$ cat config.mk
export PLATFORM = sky130hd
export DESIGN_NAME = rau_ctrl
export DESIGN_NICKNAME = d
export VERILOG_FILES = /design/src/hw/rtl/rau_pkg.sv /design/src/hw/rtl/rau_ctrl.sv
export SDC_FILE = /design/constraint.sdc
export NUM_CORES = 1
export LEC_CHECK = 0
export ABC_CLOCK_PERIOD_IN_PS = 1510
export BUFFER_PORTS_ARGS = -buffer_cell sky130_fd_sc_hd__buf_2
export CORE_MARGIN = 2
export CORE_UTILIZATION = 30
export DETAILED_ROUTE_END_ITERATION = 7
export PLACE_DENSITY = 0.48
export SLEW_MARGIN = 0
export SYNTH_ARGS = -nofsm -noshare
export SYNTH_HDL_FRONTEND = slang
export SYNTH_SLANG_ARGS = --single-unit
$ cat constraint.sdc
create_clock -name clk -period 1.51 [get_ports clk]
set_input_delay 0.151 -clock clk [delete_from_list [all_inputs] [get_ports clk]]
set_output_delay 0.151 -clock clk [all_outputs]
set_load 0.01 [all_outputs]
$ cat src/hw/rtl/rau_pkg.sv
`default_nettype none
// ----------------------------------------------------------------------------
// rau_pkg
// Shared types, constants and the magnitude function of the rational arithmetic unit.
// ----------------------------------------------------------------------------
package rau_pkg;

  localparam logic [1:0] FUNC_ADD = 2'd0;
  localparam logic [1:0] FUNC_SUB = 2'd1;
  localparam logic [1:0] FUNC_MUL = 2'd2;
  localparam logic [1:0] FUNC_DIV = 2'd3;

  typedef enum logic [3:0] {
    CMD_NOP,
    CMD_LOAD,
    CMD_MUL_A,
    CMD_MUL_B,
    CMD_MUL_D,
    CMD_COMBINE,
    CMD_GCD_STEP,
    CMD_DIV_INIT,
    CMD_DIV_STEP,
    CMD_EMIT
  } cmd_t;

  typedef enum logic [3:0] {
    S_IDLE,
    S_MULA,
    S_MULB,
    S_MULD,
    S_COMB,
    S_GCD,
    S_DINIT,
    S_DIV,
    S_EMIT
  } state_t;

  typedef struct packed {
    logic err;
    logic num_zero;
    logic gcd_done;
    logic div_last;
    logic out_free;
  } stat_t;

  function automatic logic [31:0] mag32(input logic [31:0] v);
    mag32 = v[31] ? (~v + 32'd1) : v;
  endfunction

endpackage
`default_nettype wire

$ cat src/hw/rtl/rau_ctrl.sv
`default_nettype none
// ----------------------------------------------------------------------------
// rau_ctrl
// Sequencer: steps the datapath through multiply, combine, GCD and divide.
// ----------------------------------------------------------------------------
module rau_ctrl
  import rau_pkg::*;
(
  input  wire logic  clk,
  input  wire logic  rst_n,
  input  wire logic  in_valid,
  output logic       in_stall,
  input  wire stat_t stat,
  output cmd_t       cmd
);

  state_t state_r, state_nxt;

  always_ff @(posedge clk) begin
    if (!rst_n) begin
      state_r <= S_IDLE;
    end else begin
      state_r <= state_nxt;
    end
  end

  always_comb begin
    state_nxt = state_r;
    case (state_r)
      S_IDLE:  if (in_valid) state_nxt = S_MULA;
      S_MULA:  state_nxt = stat.err ? S_EMIT : S_MULB;
      S_MULB:  state_nxt = S_MULD;
      S_MULD:  state_nxt = S_COMB;
      S_COMB:  state_nxt = S_GCD;
      S_GCD: begin
        if (stat.num_zero) state_nxt = S_EMIT;
        else if (stat.gcd_done) state_nxt = S_DINIT;
      end
      S_DINIT: state_nxt = S_DIV;
      S_DIV:   if (stat.div_last) state_nxt = S_EMIT;
      S_EMIT:  if (stat.out_free) state_nxt = S_IDLE;
      default: state_nxt = S_IDLE;
    endcase
  end

  always_comb begin
    cmd      = CMD_NOP;
    in_stall = 1'b1;
    case (state_r)
      S_IDLE: begin
        in_stall = 1'b0;
        if (in_valid) cmd = CMD_LOAD;
      end
      S_MULA:  cmd = CMD_MUL_A;
      S_MULB:  cmd = CMD_MUL_B;
      S_MULD:  cmd = CMD_MUL_D;
      S_COMB:  cmd = CMD_COMBINE;
      S_GCD:   if (!stat.num_zero && !stat.gcd_done) cmd = CMD_GCD_STEP;
      S_DINIT: cmd = CMD_DIV_INIT;
      S_DIV:   cmd = CMD_DIV_STEP;
      S_EMIT:  if (stat.out_free) cmd = CMD_EMIT;
      default: cmd = CMD_NOP;
    endcase
  end

endmodule
`default_nettype wire

## Word-level counts from Yosys, hierarchy flattened

Index checks and enable logic that the tools add are counted.

- Register bits: 4
- Latch bits: 0
- Bits in writable memories: 0
- ROM bits: 0
- Input port bits: 8
- Output and inout port bits: 5
- Memories: 0

- $add $sub $neg: 0
- $mul: 0
- Divide/modulo/power cells: 0
- Magnitude comparators: 0
- Equal/unequal tests: 12
- Shifts and indexed selects: 0
- Mux-type cells: 12
- Bitwise operators: 0
- Reduce and logical (&&, ||, !) cells: 5

Operators by type and width:

| cell | count |
|---|---|
| $pmux W4 S9 | 2 |
| $mux W4 | 7 |
| $eq A4 B3 Y1 const B | 4 |
| $eq A4 B2 Y1 const B | 2 |
| $ne A2 B2 Y1 const B | 3 |
| $eq A4 B1 Y1 const B | 1 |
| $eq A4 B4 Y1 const B | 1 |
| $logic_not A4 Y1 | 1 |
| $reduce_and A4 Y1 | 1 |
| $mux W3 | 1 |
| $ne A3 B3 Y1 const B | 1 |
| $logic_not A1 Y1 | 2 |
| $mux W1 | 2 |
| $logic_and A1 B1 Y1 | 1 |

## Logic depth before layout (Yosys ltp)

- Word-level depth: 4
- Gate-level depth with buffers: 5
- Depth with buffers taken out: 4

## Worst setup path after synthesis

OpenSTA, ideal clock, no wires.

- Kind: reg-to-output
- Start: reg state_r[3]
- End: out cmd[0]
- Arrival time: 1.034 ns
- Required time: 1.359 ns
- Setup slack: 0.325 ns
- Stages on the path, launching flop included: 5
- Path through: dfxtp_1 > buf_2 > nand2_1 > o32a_1 > nor2_1

- Word-level cells in the longest chain between the ends: 2
- Elaborated cells on any way between the ends: 10

RTL lines:

| what | RTL line | text |
|---|---|---|
| start: declaration | rau_ctrl.sv:17 | `state_t state_r, state_nxt;` |
| start signal: assignment | rau_ctrl.sv:23 | `state_r <= state_nxt;` |
| $eq A4 B4 Y1 (tied with other cells) | rau_ctrl.sv:49 | `case (state_r)` |
| $pmux W4 S9 (*) | rau_ctrl.sv:49 |  |
| end: declaration | rau_ctrl.sv:14 | `output cmd_t cmd` |

Every way passes the cells marked *; elsewhere a longest branch is shown, timed or not.

## Final worst setup path

- Start: reg state_r[1]
- End: out cmd[0]

Same word-level chain as after synthesis.

==> results.sh <==
export IMPL_post_cts_hold_buffer_count=0
export IMPL_power_sequential_fraction=0.353
export IMPL_dr_total_vias=407
export IMPL_via_count_of_the_first_global_routing_pass=337
export IMPL_fin_crit_sh=0.944
export IMPL_detail_route_drc_violations=0
export IMPL_yosys_top_cells_count="sky130_fd_sc_hd__dfxtp_1, sky130_fd_sc_hd__nand2_1, sky130_fd_sc_hd__o21ai_0"
export IMPL_met1Wirelength_um=416
export IMPL_synth_top_area_share=0.199
export IMPL_initial_utilization=0.314
export IMPL_io_buffers=12
export IMPL_overflow=0
export IMPL_grt_first_pass_wirelength_um=1430
export IMPL_critPathRequiredTime_ns=1.36
export IMPL_top_level_ports=13
export IMPL_final_core_density=0.389
export IMPL_core_rowCount=13
export IMPL_hold_slack_ns=0.212
export IMPL_synth_flop_cell="sky130_fd_sc_hd__dfxtp_1"
export IMPL_syn_area_per_cell_sq_um=8.39
export IMPL_yosys_area_top_type="sky130_fd_sc_hd__dfxtp_1"
export IMPL_largestRegisters="state_r x4"
export IMPL_synth_warning_count=0
export IMPL_drive_above_1_share=0.443
export IMPL_worst_setup_path_end_kind="output pin"
export IMPL_place_detailed_instances=73
export IMPL_setup_total_negative_slack_ns=0
export IMPL_max_cap_violations=0
export IMPL_largest_register_ffs=4
export IMPL_outcome="finished, final reports clean"
export IMPL_postLayoutSetupSlackWorst_ns=0.0847
export IMPL_ctsLongestPathBuffers=2
export IMPL_antenna_cells_inserted=0
export IMPL_power_ir_vdd_worst_uv=333
export IMPL_clock_power_share=0.357
export IMPL_synth_area_sq_um=403
export IMPL_comb_power_share=0.289
export IMPL_wl_met3_um=45
export IMPL_netSwitchingFraction=0.298
export IMPL_setup_viol=0
export IMPL_synth_yosys_seq_area_share=0.199
export IMPL_power_density_nw_per_um2=741
export IMPL_antenna_violating_nets_post_route=0
export IMPL_synth_edff_count=0
export IMPL_antenna_found_initial=0
export IMPL_p_switching_mw=0.111
export IMPL_asyncSetResetFlopFracSynth=0
export IMPL_layout_area_overhead_vs_synth_pct=24.2
export IMPL_tritoncts_sink_count=4
export IMPL_die_height_um=40.6
export IMPL_p_int_mw=0.260
export IMPL_dp_hpwl_um=642
export IMPL_grt_max_degree=14
export IMPL_timing_reg2reg_worst_path_depth=4
export IMPL_cts_buf_count=3
export IMPL_met2RoutedLength_um=376
export IMPL_cts_tree="done"
export IMPL_cts_setup_buffers=0
export IMPL_fin_cells=76
export IMPL_ctsRootBufferMaster="sky130_fd_sc_hd__clkbuf_4"
export IMPL_ctsHtreeMaxLevel=1
export IMPL_core_area_sq_um=1280
export IMPL_criticalPathCategory="reg -> out"
export IMPL_timing_hold_violations_final=0
export IMPL_multi_input_comb_area_sq_um=297
export IMPL_wl_per_cell_um=11.5
export IMPL_timing_slew_headroom=0.820
export IMPL_top_layer_used="met4"
export IMPL_grt_usage=0.139
export IMPL_sequential_cell_area_sq_um=87.6
export IMPL_min_path_type="in -> reg"
export IMPL_registers_top_by_ff_count="state_r"
export IMPL_static_leakage_nw=0.239
export IMPL_totalWireLength_um=875
export IMPL_detail_route_first_pass_iterations=4
export IMPL_critical_path_arrival_ns=1.27
export IMPL_clock_skew_ns=0.00125
export IMPL_critical_path_startpoint_type="flop"
export IMPL_whs_path_depth=2
export IMPL_time_the_worst_path_needs_with_i_o_delays_and_setup_ns=1.43
export IMPL_syn_inst=48
export IMPL_timing_critical_path_fanout_max=10
export IMPL_synth_area_top_cells="sky130_fd_sc_hd__dfxtp_1, sky130_fd_sc_hd__mux2i_1, sky130_fd_sc_hd__o211a_1"
export IMPL_via_per_inst=5.36
export IMPL_rsz0062_at_grt="false"
export IMPL_fmaxAchievable_ghz=0.702
export IMPL_die_area_sq_um=1650
export IMPL_detail_route_iter0_violations=10
export IMPL_preCtsSetupSlack_ns=0.111
export IMPL_clock_insertion_delay_worst_skew_ns=0.23
export IMPL_worst_slew_pin_transition_ns=0.267
export IMPL_synth_cell_types=27
export IMPL_report_final_slew_viol_count=0
export IMPL_cts_reportedPaths_clkPinSlew_ns=0.04
export IMPL_fill_cells=137
export IMPL_synth_seq_cells=4
export IMPL_dieWidth_um=40.6
export IMPL_place_congestion=0.722
export IMPL_postSynthNetCount=56
export IMPL_nNetsFinal=71
worst max-delay path, cell delays in order, from the launching register on:
cell,delay (ns)
sky130_fd_sc_hd__dfxtp_2,0.35
sky130_fd_sc_hd__buf_4,0.16
sky130_fd_sc_hd__o32a_1,0.31
sky130_fd_sc_hd__nor2_1,0.08
sky130_fd_sc_hd__buf_2,0.13
worst paths after layout:
path                                 from                      end  slack (ns)
setup / recovery  state_r[1]$_SDFFE_PN0P_                   cmd[0]        0.08
hold / removal                      rst_n  state_r[0]$_SDFFE_PN0P_        0.21
setup reg to reg  state_r[0]$_SDFFE_PN0P_  state_r[1]$_SDFFE_PN0P_        0.28
hold reg to reg   state_r[0]$_SDFFE_PN0P_  state_r[3]$_SDFFE_PN0P_        0.59
power groups by stage:
stage / logic, mW / registers (mW) / clock network (mW)
floorplan: 0.0894 / 0.119 / 0
global placement: 0.108 / 0.133 / 0
detailed placement: 0.107 / 0.133 / 0
CTS: 0.108 / 0.132 / 0.136
global route: 0.120 / 0.134 / 0.150
finish: 0.107 / 0.131 / 0.132
final cells by class:
class | instances | area share
well taps | 15 | 0.0375
clock buffers | 3 | 0.0450
multi-input cells | 40 | 0.592
repair buffers | 14 | 0.150
flip-flops and latches | 4 | 0.175
per-layer routing:
| layer | vias to the layer above | global-route usage |
|---|---|---|
| met5 | - | 0 |
| met4 | 0 | 0.125 |
| met3 | 4 | 0.0489 |
| met2 | 15 | 0.198 |
| met1 | 186 | 0.161 |
| li1 | 202 | - |
cells in the final DEF (no fill, tap or decap), types with 2 or more instances in the layout:
master,synthesis,final
sky130_fd_sc_hd__buf_2,1,12
sky130_fd_sc_hd__o21ai_0,4,4
sky130_fd_sc_hd__nand2_1,4,4
sky130_fd_sc_hd__nand2b_1,3,3
sky130_fd_sc_hd__nor2_1,3,3
sky130_fd_sc_hd__a21oi_1,3,3
sky130_fd_sc_hd__clkbuf_4,0,3
sky130_fd_sc_hd__dfxtp_2,0,3
sky130_fd_sc_hd__nor3_2,1,2
sky130_fd_sc_hd__a21o_1,2,2
sky130_fd_sc_hd__nand4b_1,2,2
sky130_fd_sc_hd__nor2b_1,2,2
sky130_fd_sc_hd__mux2i_1,2,2
sky130_fd_sc_hd__o211a_1,2,2
sky130_fd_sc_hd__buf_4,2,2
kinds of logic after synthesis:
kind of cell    count (synthesis)  synth area share
buf+inv                         4            0.0776
simple gates                   24             0.404
flops                           4             0.199
mux                             2            0.0497
compound gates                 14             0.270
per-stage QoR:
| stage | power, mW | cell area, sq um |
|---|---|---|
| finish | 0.371 | 500 |
| global route | 0.404 | 500 |
| CTS | 0.376 | 492 |
| detailed placement | 0.240 | 465 |
| global placement | 0.241 | 465 |
| floorplan | 0.208 | 403 |
what timing repair did:
item / 4_1_cts / 5_1_grt
pin swaps: 0 / 0
gates resized for setup: 3 / 3
gates cloned: 0 / 0
setup endpoints to repair: 3 / 4
(Power assumes the default switching activity.)
